**src/rtl/msic_pkg.sv**
```systemverilog
`timescale 1ns / 1ps
`default_nettype none
// ----------------------------------------------------------------------------
// msic_pkg: shared types and constants
// Request codes, halt causes, opcodes, functs, ALU operations and controller interface.
// ----------------------------------------------------------------------------
package msic_pkg;

	localparam int MemWords = 16384;
	localparam int MemAw = $clog2(MemWords);
	localparam logic [31:0] StartPcReset = 32'h0000_4000;

	localparam logic [2:0] REQ_MEM_WR = 3'd0;
	localparam logic [2:0] REQ_MEM_RD = 3'd1;
	localparam logic [2:0] REQ_EXEC   = 3'd2;
	localparam logic [2:0] REQ_REG_WR = 3'd3;
	localparam logic [2:0] REQ_REG_RD = 3'd4;

	localparam logic [2:0] HC_NONE   = 3'd0;
	localparam logic [2:0] HC_FETCH  = 3'd1;
	localparam logic [2:0] HC_OPCODE = 3'd2;
	localparam logic [2:0] HC_FUNCT  = 3'd3;
	localparam logic [2:0] HC_DATA   = 3'd4;

	localparam logic [5:0] OP_RTYPE = 6'd0;
	localparam logic [5:0] OP_J     = 6'd2;
	localparam logic [5:0] OP_BEQ   = 6'd4;
	localparam logic [5:0] OP_ADDI  = 6'd8;
	localparam logic [5:0] OP_SLTI  = 6'd10;
	localparam logic [5:0] OP_SLTIU = 6'd11;
	localparam logic [5:0] OP_LUI   = 6'd15;
	localparam logic [5:0] OP_LW    = 6'd35;
	localparam logic [5:0] OP_SW    = 6'd43;

	localparam logic [5:0] FN_ADD  = 6'h20;
	localparam logic [5:0] FN_SUB  = 6'h22;
	localparam logic [5:0] FN_AND  = 6'h24;
	localparam logic [5:0] FN_OR   = 6'h25;
	localparam logic [5:0] FN_SLT  = 6'h2a;
	localparam logic [5:0] FN_SLTU = 6'h2b;

	localparam logic [2:0] ALU_ADD  = 3'd0;
	localparam logic [2:0] ALU_SUB  = 3'd1;
	localparam logic [2:0] ALU_SLT  = 3'd2;
	localparam logic [2:0] ALU_SLTU = 3'd3;
	localparam logic [2:0] ALU_AND  = 3'd4;
	localparam logic [2:0] ALU_OR   = 3'd5;
	localparam logic [2:0] ALU_LUI  = 3'd6;

	typedef struct packed {
		logic       capture;
		logic       mem_rd;
		logic       fetch;
		logic       regs_rd;
		logic       exec;
		logic       commit;
		logic       out_load;
	} msic_cmd_t;

	typedef struct packed {
		logic       halted;
		logic       out_full;
		logic [2:0] req_type;
	} msic_sts_t;

	typedef struct packed {
		logic [2:0]  req_type;
		logic [13:0] word_index;
		logic [4:0]  reg_index;
		logic [31:0] write_data;
	} msic_req_t;

	typedef struct packed {
		logic [31:0] read_data;
		logic [31:0] pc;
		logic [31:0] instruction;
		logic [31:0] alu_result;
		logic        zero_flag;
		logic        halted;
		logic [2:0]  halt_cause;
	} msic_rsp_t;

	function automatic logic [31:0] alu_run(input logic [31:0] a, input logic [31:0] b,
			input logic [2:0] op);
		logic [31:0] r;
		unique case (op)
			ALU_ADD:  r = a + b;
			ALU_SUB:  r = a - b;
			ALU_SLT:  r = {31'd0, $signed(a) < $signed(b)};
			ALU_SLTU: r = {31'd0, a < b};
			ALU_AND:  r = a & b;
			ALU_OR:   r = a | b;
			default:  r = {b[15:0], 16'd0};
		endcase
		return r;
	endfunction

	function automatic logic addr_ok(input logic [31:0] addr);
		return (addr[1:0] == 2'b00) && ({2'b00, addr[31:2]} < 32'(MemWords));
	endfunction

endpackage

`default_nettype wire

```
**src/rtl/msic_ctrl.sv**
```systemverilog
`timescale 1ns / 1ps
`default_nettype none
// ----------------------------------------------------------------------------
// msic_ctrl: request sequencer
// Steps each request through fetch and commit, with register read and execute for a running execute request.
// ----------------------------------------------------------------------------
module msic_ctrl import msic_pkg::*; (
	input  wire       clk,
	input  wire       arst_n,
	input  wire       in_valid,
	output logic      in_ready,
	input  msic_sts_t sts,
	output msic_cmd_t cmd
);

	localparam logic [2:0] ST_IDLE  = 3'd0;
	localparam logic [2:0] ST_FETCH = 3'd1;
	localparam logic [2:0] ST_REGS  = 3'd2;
	localparam logic [2:0] ST_EXEC  = 3'd3;
	localparam logic [2:0] ST_DONE  = 3'd4;
	localparam logic [2:0] ST_OUT   = 3'd5;

	logic [2:0] state_q, state_d;

	assign in_ready = (state_q == ST_IDLE);

	always_comb begin
		cmd = '0;
		state_d = state_q;
		unique case (state_q)
			ST_IDLE: if (in_valid) begin
				cmd.capture = 1'b1;
				state_d = ST_FETCH;
			end
			ST_FETCH: begin
				cmd.fetch = 1'b1;
				cmd.mem_rd = 1'b1;
				state_d = (sts.req_type == REQ_EXEC && !sts.halted) ? ST_REGS : ST_DONE;
			end
			ST_REGS: begin
				cmd.regs_rd = 1'b1;
				state_d = ST_EXEC;
			end
			ST_EXEC: begin
				cmd.exec = 1'b1;
				state_d = ST_DONE;
			end
			ST_DONE: begin
				cmd.commit = 1'b1;
				state_d = ST_OUT;
			end
			ST_OUT: if (!sts.out_full) begin
				cmd.out_load = 1'b1;
				state_d = ST_IDLE;
			end
			default: state_d = ST_IDLE;
		endcase
	end

	always_ff @(posedge clk or negedge arst_n) begin
		if (!arst_n) state_q <= ST_IDLE;
		else state_q <= state_d;
	end

	assert property (@(posedge clk) disable iff (!arst_n)
		cmd.capture |=> state_q == ST_FETCH) else $error("capture did not start fetch");
	assert property (@(posedge clk) disable iff (!arst_n)
		cmd.out_load |-> !sts.out_full) else $error("result overwritten");
	assert property (@(posedge clk) disable iff (!arst_n)
		cmd.exec |=> cmd.commit) else $error("execute not followed by commit");

endmodule

`default_nettype wire

```
**config.mk**
```make
export PLATFORM = sky130hd
export DESIGN_NAME = msic_ctrl
export DESIGN_NICKNAME = d
export VERILOG_FILES = /design/src/rtl/msic_pkg.sv /design/src/rtl/msic_ctrl.sv
export SDC_FILE = /design/constraint.sdc
export NUM_CORES = 1
export LEC_CHECK = 0
export BUFFER_PORTS_ARGS = -buffer_cell sky130_fd_sc_hd__buf_2
export CAP_MARGIN = 10
export CORE_AREA = 3 3 40 42
export DETAILED_ROUTE_END_ITERATION = 12
export DIE_AREA = 0 0 43 45
export REMOVE_ABC_BUFFERS = 1
export SLEW_MARGIN = 20
export SYNTH_ARGS = -nofsm -noshare
export SYNTH_HDL_FRONTEND = slang
export SYNTH_SLANG_ARGS = --single-unit
export TNS_END_PERCENT = 30
```
**constraint.sdc**
```tcl
create_clock -name clk -period 1.2 [get_ports clk]
set_input_delay 0.12 -clock clk [delete_from_list [all_inputs] [get_ports clk]]
set_output_delay 0.12 -clock clk [all_outputs]
set_load 0.05 [all_outputs]
```
# == Word level (Yosys, flattened, before mapping) ==
# Cells that the tools add are included.
# totals
out_inout_bits,8
inputBits,8
reg_bits,3
wordCells,25
# op_classes
n_eq_ne,8
n_reduce_logical,4
mux,12
# ops
cell,n
case mux 3 bit (6 select lines),1
"equality test 3 x 2 -> 1 bit, second input constant",3
2-to-1 mux 3 bit,3
2-to-1 mux 1 bit,7
"equality test 3 bit, second input constant",2
"!= test 2 bit, second input constant",2
"equality test 3 x 1 -> 1 bit, second input constant",1
zero test 3 bit,1
2-to-1 mux 2 bit,1
AND reduction 2 bit,1
logical AND 1 bit,1
zero test 1 bit,1

# == Depth between registers and ports, before layout ==
# Gate-level depths: netlist of run 1.
# depth
ltp_word,4
mapped_depth,4

# == Worst setup path after synthesis of run 1 ==
# OpenSTA, ideal clock, no wires.
# synth_timing
path_type,register to output
startpoint,reg state_q[0]
endpoint,out cmd[6] in the netlist's numbering
required_time_ns,1.080
stages_incl_launch_ff,4
t_arrival_ns,2.185
path_slack_ns,-1.105
cell_sequence,dfrtp_1 buf_2 nor3_1 and2_1
# synth_rtl
item,line_no,text
start: declaration,msic_ctrl.sv:23,"logic [2:0] state_q, state_d;"
start signal: assignment,msic_ctrl.sv:62,else state_q <= state_d;
end: declaration,msic_ctrl.sv:13,output msic_cmd_t cmd

==> results of run 1 <==
## cell type report
cell class	instances	area [sq um]
Fill cell	133	818
Multi-Input combinational cell	17	159
Clock buffer	4	26.3
Inverter	1	3.75
Timing Repair Buffer	22	180
Tap cell	15	18.8
Sequential cell	3	78.8
## synthesized netlist by cell type (all sizes together)
cell type / instances
dfrtp: 3
nand2: 2
a21oi: 1
a221oi: 1
nand2b: 1
nor3: 2
a21o: 1
buf: 3
and2: 1
nor3b: 4
or3: 1
nor4b: 1
nor2: 2
inv: 1
## what timing repair did
item	CTS	global route
setup endpoints to repair	8	8
resized for setup	22	4
setup buffers	2	0
hold buffers	1	0
endpoints found under the hold margin	3	0
## metal layers
layer  global-route usage  part of all wire
met5                    0                 0
met4                0.108             0.022
met3               0.0398              0.11
met2                0.123              0.47
met1               0.0801              0.39
## worst max-delay path by stage
| stage | startpoint | end | slack [ps] | depth (start not counted) |
|---|---|---|---|---|
| 2_1_floorplan | state_q[2] | state_q[1] | -1820 | 2 |
| 3_3_place_gp | state_q[0] | cmd[6] | -0.6 | 3 |
| 3_5_place_dp | state_q[0] | cmd[6] | 20 | 3 |
| 4_1_cts | state_q[0] | cmd[6] | -110 | 3 |
| 5_1_grt | state_q[1] | cmd[0] | -200 | 3 |
| 6_report | state_q[1] | cmd[0] | -140 | 3 |
## cell families after synthesis
| family | count (synthesis) |
|---|---|
| and+or+nand+nor | 14 |
| buffers and inverters | 4 |
| DFF | 3 |
| AOI/OAI and AO/OA | 3 |
## power by group
group	internal [uW]	switching [uW]	total [uW]
clock	125	55.9	181
sequential	147	101	248
combinational	390	499	889
## worst max-delay path, delay by kind of cell (launching register included)
family                 cells  cell delay [ps]
and+or+nand+nor            2              350
buffers and inverters      1              180
DFF                        1              450
## metrics by stage
stage / setup TNS [ps] / power, uW
2_1_floorplan: -8350 / 618
3_3_place_gp: -0.634 / 871
3_5_place_dp: 0 / 871
4_1_cts: -689 / 1260
5_1_grt: -1240 / 1400
6_report: -711 / 1320
==> results.tsv, run 1 <==
metric	value	unit
status	finished, violations left	
violated checks	negative setup slack	
area fraction in and, or, nand and nor cells after synthesis	0.453	
Hold Worst Slack	181	ps
number of nets at the end of the flow	56	
via count of the first global-routing pass	292	
worst reg2reg setup slack	80	ps
die area	0.00194	sq mm
cell type contributing the most total cell area after synthesis	sky130_fd_sc_hd__dfrtp_1	
area grow syn2layout	117	%
Initial Utilization	0.167	
clock sink count	3	
register bit total from synthesis	3	
std cell rows	13	
xor/xnor share of the synthesized area	0	
Remaining Overflow, GRT	0	
launch instance of the worst min-delay path	sts[3]	
number of different library cells in the post-synthesis netlist	15	
Fmax	0.747	GHz
most common cell after layout, fill and taps aside	sky130_fd_sc_hd__buf_2	
worst slew pin tran	211	ps
worst setup path category	reg -> out	
vertical extent of the die	45	um
largest incremental delay on the critical path	450	ps
cell count after synthesis	24	
max capacitance violation total	0	
skew final	1.91	ps
Worst Hold Endpoint	state_q[0]	
Top-Level Pins	16	
complex-gate fraction of the synthesized area	0.0988	
Remaining DRCs	0	
Post-Synth Adder-Cell Area	0	
maximum net fanout on the critical path	6	
relative max-transition margin	0.859	
Max rail drop VDD	1040	uV
setup repair after global routing missed its margin	yes	
max FFs per register	3	
register name with the most flops	state_q	
Mapped Avg Cell Area	8.97	sq um
combinational family with the most area after synthesis	simple AND/OR/NAND/NOR gates	
detailed placement HPWL	454	um
power per unit of standard cell area	2820	mW/mm^2
antenna violations before repair	0	
sequential area share after synthesis	0.349	
cells on worst reg2reg path	4	
clock tree from TritonCTS	built	
clock-pin slew on the worst setup and hold paths	40	ps
clock latency reported for the late side of the worst-skew pair	230	ps
minimum setup slack in the final design	-139	ps
Hold Crit Class	in -> reg	
cells taking the most area after synthesis	sky130_fd_sc_hd__dfrtp_1 35%, sky130_fd_sc_hd__nor3b_1 14%, sky130_fd_sc_hd__nor4b_4 11%	
global-route usage over all layers	0.0851	
required time of the critical path	1080	ps
core occupancy in the finished layout	0.363	
1st-iter DRT viols	3	
clock root buffer master	sky130_fd_sc_hd__clkbuf_4	
terminus of the critical flop-to-flop path	state_q[0]	
detailed-route wire length	651	um
yosys synthesis warning count	0	
First-pass DRT Iterations	4	
pin count of the biggest net entering global routing	8	
Synth Cell Area	215	sq um
final-report max-slew violation count	0	
antenna-violating nets left	0	
CTS max path bufs	2	
Hold Path Depth	3	
Die X-Extent	43	um
total number of vias	277	
area share of the largest cell type after synthesis	0.349	
finished layout cell area	467	sq um
type of element capturing the critical path	primary output	
worst endpoint data arrival time	1220	ps
placement-stage worst setup slack	20.2	ps
final setup violating endpoints	8	
IO Port Bufs	15	
detailed-route vias per instance	4.47	
gp weighted congestion	0.723	
final hold vios	0	
first-pass GRT wire length	1.15	mm
CP cell instances	nand2b_4 -> nor3b_4 -> buf_6	
number of antenna cells inserted	0	
mux share of post-synthesis cell area	0	
core region area	0.00128	sq mm
reg2reg start	state_q[2]	
leakage power	0.000222	uW
registers with the most flip-flops	state_q: 3 flops	
average routed wire per standard cell	10.5	um
startpoint type of the worst setup path	flip-flop	
CTS buffer count	3	
number of placed cells counting well taps	55	
H-Tree Depth	1	
cell with the largest stage delay on the worst path	sky130_fd_sc_hd__dfrtp_2	
ratio of final minimum period to clock period	1.12	
commonest non-fill, non-tap cells in the layout	7 x sky130_fd_sc_hd__buf_2, 6 x sky130_fd_sc_hd__buf_6, 6 x sky130_fd_sc_hd__buf_4, 4 x sky130_fd_sc_hd__clkbuf_4, 3 x sky130_fd_sc_hd__dfrtp_2	
fraction of final layout cells sized beyond drive strength 1	0.702	
total cell area at the placement stage	322	sq um
shortest period the worst path allows	1340	ps
final cell count without fillers	62	
(Power assumes the default switching activity.)
==> inputs of run 2 (changes only) <==
==> constraint.sdc (replaced) <==
create_clock -name clk -period 1.56 [get_ports clk]
set_input_delay 0.156 -clock clk [delete_from_list [all_inputs] [get_ports clk]]
set_output_delay 0.156 -clock clk [all_outputs]
set_load 0.05 [all_outputs]
==> run 2 against run 1 <==
  * First-iteration DRC count rose by 67%
  * Power fell by 42%
  * Clock power shrank 23%
  * Core utilization fell by 10 points
  * Global-route usage fell by 1.7 points
  * The flow now finishes without violations
  * Clock-buffer cell count stayed put
  * Final area is 28% lower
  * Final cell count shrank 9.7%
  * Via count is 19% lower
==> results.tsv, run 2 (synthesis results as in run 1) <==
metric	value	unit	change
clock tree from TritonCTS	built		
register name with the most flops	state_q		
CP cell instances	nor3b_1 -> buf_2		
power per unit of standard cell area	2250	mW/mm^2	-20%
pin count of the biggest net entering global routing	10		+2
Top-Level Pins	16		unchanged
vertical extent of the die	45	um	unchanged
number of nets at the end of the flow	50		-11%
First-pass DRT Iterations	3		-1
IO Port Bufs	15		unchanged
detailed-route wire length	538	um	-17%
detailed-route vias per instance	4.02		-10%
fill cell count	141		+6.0%
number of placed cells counting well taps	51		-7.3%
Hold Worst Slack	206	ps	+25.1 ps
first-pass GRT wire length	897	um	-22%
gp weighted congestion	0.700		-3.1%
max capacitance violation total	0		unchanged
via count of the first global-routing pass	217		-26%
global-route usage over all layers	0.0685		-0.0166
skew final	0.482	ps	-1.43 ps
final-report max-slew violation count	0		unchanged
leakage power	0.000178	uW	-20%
met3 routed WL	80	um	+16%
highest metal layer used by the detailed router	met3		
worst slew pin tran	301	ps	+89.9 ps
registers with the most flip-flops	state_q: 3 flops		
H-Tree Depth	1		unchanged
setup repair after global routing missed its margin	yes		
cell with the largest stage delay on the worst path	sky130_fd_sc_hd__dfrtp_1		
Remaining DRCs	0		unchanged
antenna violations before repair	0		unchanged
number of antenna cells inserted	0		unchanged
status	finished, final reports clean		
commonest non-fill, non-tap cells in the layout	13 x sky130_fd_sc_hd__buf_2, 4 x sky130_fd_sc_hd__nor3b_1, 4 x sky130_fd_sc_hd__clkbuf_4, 3 x sky130_fd_sc_hd__dfrtp_1		
Remaining Overflow, GRT	0		unchanged
antenna-violating nets left	0		unchanged
CTS buffer count	3		unchanged
max FFs per register	3		unchanged
average routed wire per standard cell	9.61	um	-8.5%
clock sink count	3		unchanged
type of element capturing the critical path	primary output		
Fmax	0.654	GHz	
startpoint type of the worst setup path	flip-flop		
relative max-transition margin	0.799		-0.0598
core region area	0.00128	sq mm	unchanged
required time of the critical path	1400	ps	+320 ps
core occupancy in the finished layout	0.263		-0.100
metal2 WL	192	um	-38%
die area	0.00194	sq mm	unchanged
wire length the detailed router placed on met1	265	um	+3.1%
Initial Utilization	0.167		unchanged
std cell rows	13		unchanged
shortest period the worst path allows	1530	ps	
fraction of final layout cells sized beyond drive strength 1	0.488		-0.214
clock root buffer master	sky130_fd_sc_hd__clkbuf_4		
1st-iter DRT viols	5		+2
final cell count without fillers	56		-9.7%
Die X-Extent	43	um	unchanged
final setup violating endpoints	0		-8
clock-pin slew on the worst setup and hold paths	40	ps	about the same
Max rail drop VDD	932	uV	-11%
largest incremental delay on the critical path	480	ps	+30 ps
buffer count from post-CTS setup fixing	0		-2
most common cell after layout, fill and taps aside	sky130_fd_sc_hd__buf_2		
area grow syn2layout	57.0	%	
total number of vias	225		-19%
CTS max path bufs	2		unchanged
clock latency reported for the late side of the worst-skew pair	230	ps	about the same
worst setup path category	reg -> out		
ratio of final minimum period to clock period	0.980		
Hold Crit Class	in -> reg		
maximum net fanout on the critical path	9		+3
total negative slack	0	ps	+711 ps
final hold vios	0		unchanged
worst endpoint data arrival time	1370	ps	+150 ps
## run 2: cell count changes in the layout (fill, tap and decap cells not counted), moves of 2 or more
cell                      previous run  this run
sky130_fd_sc_hd__buf_4               6         1
sky130_fd_sc_hd__dfrtp_2             3         0
sky130_fd_sc_hd__buf_6               6         0
sky130_fd_sc_hd__nor3b_1             1         4
sky130_fd_sc_hd__nor3b_2             2         0
sky130_fd_sc_hd__dfrtp_1             0         3
sky130_fd_sc_hd__buf_2               7        13
## run 2: layout make-up
cell class | count | area, sq um | area share
Tap cell | 15 | 18.8 | 0.0556
Inverter | 1 | 3.75 | 0.0111
Clock buffer | 4 | 26.3 | 0.0778
Multi-Input combinational cell | 17 | 124 | 0.367
Timing Repair Buffer | 16 | 90.1 | 0.267
Sequential cell | 3 | 75.1 | 0.222
## run 2: path summary, 6_finish.rpt
check | startpoint | to | slack, ps | cells past startpoint
worst max-delay path | state_q[0] | cmd[4] | 30 | 2
worst min-delay path | sts[3] | state_q[0] | 210 | 3
worst max register to register | state_q[1] | state_q[2] | 450 | 3
worst min register to register | state_q[1] | state_q[0] | 620 | 1
max in group asynchronous | arst_n | state_q[1] | 1200 | 2
min in group asynchronous | arst_n | state_q[0] | 250 | 2
## run 2: per-layer routing
layer / up-vias / GRT usage
met4: 0 / 0.0181
met2: 16 / 0.0868
met1: 92 / 0.0852
li1: 117 / -
met3: 0 / 0.0598
met5: - / 0
## run 2: critical path: cells and delay by family, from the launching register on
family        cells  cell delay [ps]
buf+inv           1              330
flops             1              480
simple gates      1              330
## run 2: what timing repair did
action                     in CTS  in global routing
gates resized for setup         0                  4
hold buffers                    1                  0
hold endpoints to repair        3                  0
setup endpoints to repair       0                  4
## run 2: metrics by stage
stage	cell area [sq um]	power (uW)	setup slack, ps
2_1_floorplan	198	500	-1460
3_3_place_gp	292	609	287
3_5_place_dp	292	609	279
4_1_cts	328	760	18.5
5_1_grt	338	821	-57.3
6_report	338	760	31.9
## run 2: power breakdown
group / leakage (uW) / internal (uW) / switching (uW) / total (uW)
registers: 0.0000371 / 107 / 65.6 / 172
clock network: 0.0000150 / 96.0 / 42.9 / 139
logic: 0.000126 / 126 / 323 / 449
total: 0.000178 / 328 / 432 / 760
==> inputs of run 3 (changes only) <==
--- a/config.mk
+++ b/config.mk
@@ -5,11 +5,13 @@
 export SDC_FILE = /design/constraint.sdc
 export NUM_CORES = 1
 export LEC_CHECK = 0
+export ABC_AREA = 1
 export BUFFER_PORTS_ARGS = -buffer_cell sky130_fd_sc_hd__buf_2
 export CAP_MARGIN = 10
 export CORE_AREA = 3 3 40 42
 export DETAILED_ROUTE_END_ITERATION = 12
 export DIE_AREA = 0 0 43 45
+export HOLD_SLACK_MARGIN = 0.06
 export REMOVE_ABC_BUFFERS = 1
 export SLEW_MARGIN = 20
 export SYNTH_ARGS = -nofsm -noshare
==> run 3 against run 2 <==
  * Maximum frequency is 6.4% higher
  * Setup slack improved by 92 ps
  * Clock-buffer cell count unchanged
  * Sequential power fell by 13%
  * Critical endpoint is now cmd[6]
  * Synthesized cell count increased by 50%
  * Largest power group unchanged
==> results.tsv, run 3 <==
metric	value	unit	change
status	finished, final reports clean		
cells on worst reg2reg path	4		+1
Fmax	0.696	GHz	+6.4%
fill cell count	151		+7.1%
First-pass DRT Iterations	1		-2
via count of the first global-routing pass	219		+0.92%
Top-Level Pins	16		unchanged
total cell area at the placement stage	305	sq um	+4.7%
cells taking the most area after synthesis	sky130_fd_sc_hd__dfrtp_1 34%, sky130_fd_sc_hd__inv_1 17%, sky130_fd_sc_hd__nand2_1 12%		
IO Port Bufs	15		unchanged
post-CTS resize count	0		unchanged
Mapped Avg Cell Area	6.08	sq um	-32%
gp weighted congestion	0.671		-4.2%
Commonest cells post-synth	10 x sky130_fd_sc_hd__inv_1, 7 x sky130_fd_sc_hd__nand2_1, 5 x sky130_fd_sc_hd__nand3_1		
area share of the largest cell type after synthesis	0.343		-0.00598
final setup violating endpoints	0		unchanged
number of nets at the end of the flow	64		+28%
number of enable flip-flop cells after synthesis	0		unchanged
Hold Path Depth	4		+1
1st-iter DRT viols	0		-5
Worst Hold Endpoint	state_q[1]		
cell type contributing the most total cell area after synthesis	sky130_fd_sc_hd__dfrtp_1		
clock tree from TritonCTS	built		
power per unit of standard cell area	2310	mW/mm^2	+2.9%
clock-pin slew on the worst setup and hold paths	40	ps	about the same
most instantiated library cell after synthesis	sky130_fd_sc_hd__inv_1		
combined area of the multi-input logic cells	95.1	sq um	-23%
clock latency reported for the late side of the worst-skew pair	230	ps	about the same
sequential cell area in the final layout	75.1	sq um	unchanged
Die X-Extent	43	um	unchanged
die area	0.00194	sq mm	unchanged
predominant post-synthesis flop cell	sky130_fd_sc_hd__dfrtp_1		
final hold vios	0		unchanged
final-report max-slew violation count	0		unchanged
register bit total from synthesis	3		unchanged
CTS max path bufs	2		unchanged
type of element capturing the critical path	primary output		
shortest period the worst path allows	1440	ps	-92.3 ps
most common cell after layout, fill and taps aside	sky130_fd_sc_hd__buf_2		
worst slew pin tran	249	ps	-51.7 ps
Initial Utilization	0.170		+0.00292
total number of vias	255		+13%
cell count after synthesis	36		+50%
detailed-route wire length	521	um	-3.2%
maximum net fanout on the critical path	5		-4
CTS buffer count	3		unchanged
Max rail drop VDD	888	uV	-4.7%
sequential area share after synthesis	0.343		-0.00598
Remaining DRCs	0		unchanged
pin count of the biggest net entering global routing	7		-3
startpoint type of the worst setup path	flip-flop		
max FFs per register	3		unchanged
setup repair after global routing missed its margin	no		
terminus of the critical flop-to-flop path	state_q[0]		
area grow syn2layout	56.0	%	
launch point of the worst path	state_q[0]		
number of different library cells in the post-synthesis netlist	12		-3
leakage power	0.000234	uW	+32%
clock root buffer master	sky130_fd_sc_hd__clkbuf_4		
fraction of final layout cells sized beyond drive strength 1	0.364		-0.124
H-Tree Depth	1		unchanged
vertical extent of the die	45	um	unchanged
Async S/R FF share, synth	1.00		unchanged
number of antenna cells inserted	0		unchanged
reg2reg start	state_q[0]		
yosys synthesis warning count	0		unchanged
number of hold buffers added after CTS	1		unchanged
skew final	0.0974	ps	-0.384 ps
launch instance of the worst min-delay path	sts[0]		
core region area	0.00128	sq mm	unchanged
detailed-route vias per instance	3.64		-9.3%
finished layout cell area	342	sq um	+1.1%
first-pass GRT wire length	862	um	-3.9%
buffer count from post-CTS setup fixing	0		unchanged
Remaining Overflow, GRT	0		unchanged
std cell rows	13		unchanged
antenna violations before repair	0		unchanged
max capacitance violation total	0		unchanged
relative max-transition margin	0.835		+0.0360
Hold Crit Class	in -> reg		
registers with the most flip-flops	state_q: 3 flops		
commonest non-fill, non-tap cells in the layout	15 x sky130_fd_sc_hd__buf_2, 10 x sky130_fd_sc_hd__inv_1, 7 x sky130_fd_sc_hd__nand2_1, 5 x sky130_fd_sc_hd__nand3_1, 4 x sky130_fd_sc_hd__nor2_1		
clock sink count	3		unchanged
average routed wire per standard cell	7.44	um	-23%
detailed placement HPWL	454	um	
worst setup path category	reg -> out		
antenna-violating nets left	0		unchanged
ratio of final minimum period to clock period	0.920		-0.0591
required time of the critical path	1400	ps	about the same
register name with the most flops	state_q		
worst endpoint data arrival time	1280	ps	-90 ps
Synth Cell Area	219	sq um	+1.7%
total negative slack	0	ps	unchanged
worst reg2reg setup slack	620	ps	+170 ps
global-route usage over all layers	0.0643		-0.00418
## run 3: cell types whose count changed after synthesis, sizes merged, moves of 2 or more
cell   previous run  this run
nor3              2         0
nor2              2         5
buf               3         1
nand2             2         7
inv               1        11
nor3b             4         0
nand3             0         5
## run 3: worst max-delay path, stage by stage (launching register included)
cell and delay [ps]:
sky130_fd_sc_hd__dfrtp_1 420, sky130_fd_sc_hd__nor2_1 190, sky130_fd_sc_hd__nand2_1 90, sky130_fd_sc_hd__nor2_1 80, sky130_fd_sc_hd__buf_2 260
## run 3: kinds of logic after synthesis
logic type	count (synthesis)	share of synthesized area
AO/OA/AOI/OAI	2	0.0457
flip-flops	3	0.343
buffers and inverters	12	0.223
AND/OR/NAND/NOR	19	0.389
## run 3: worst max-delay path by stage
stage / to / slack, ps / cells after the start
final: cmd[6] / 120 / 4
after global routing: cmd[6] / 6 / 4
after global placement: cmd[6] / 370 / 4
after detailed placement: cmd[6] / 360 / 4
after CTS: cmd[6] / 110 / 4
after floorplan: cmd[0] / -570 / 1
## run 3: metrics by stage
step / total power (uW) / utilization / instances / hold slack [ps] / setup slack, ps
after floorplan: 553 / - / 35 / -140 / -565
after global placement: 658 / 0.238 / 65 / -45.0 / 372
after detailed placement: 661 / 0.238 / 65 / -45.3 / 361
after CTS: 804 / 0.266 / 70 / 226 / 111
after global routing: 862 / 0.266 / 70 / 246 / 5.80
final: 791 / 0.266 / 70 / 222 / 124
## run 3: area by class of cell
type	count	share of cell area
clock buffers	4	0.0769
inverters	11	0.121
multi-input cells	21	0.278
flip-flops and latches	3	0.220
well taps	15	0.0549
repair buffers	16	0.249
## run 3: layer usage
layer / share of wire / global-route usage / up-vias
li1: - / - / 144
met1: 0.45 / 0.0779 / 98
met2: 0.44 / 0.0898 / 13
met3: 0.12 / 0.0239 / 0
met4: 0 / 0.0542 / 0
met5: 0 / 0 / -
## run 3: where the power goes
group / leakage (uW) / switching (uW) / internal (uW)
registers: 0.0000374 / 41.3 / 108
clock network: 0.0000150 / 38.4 / 95.7
logic: 0.000182 / 390 / 117
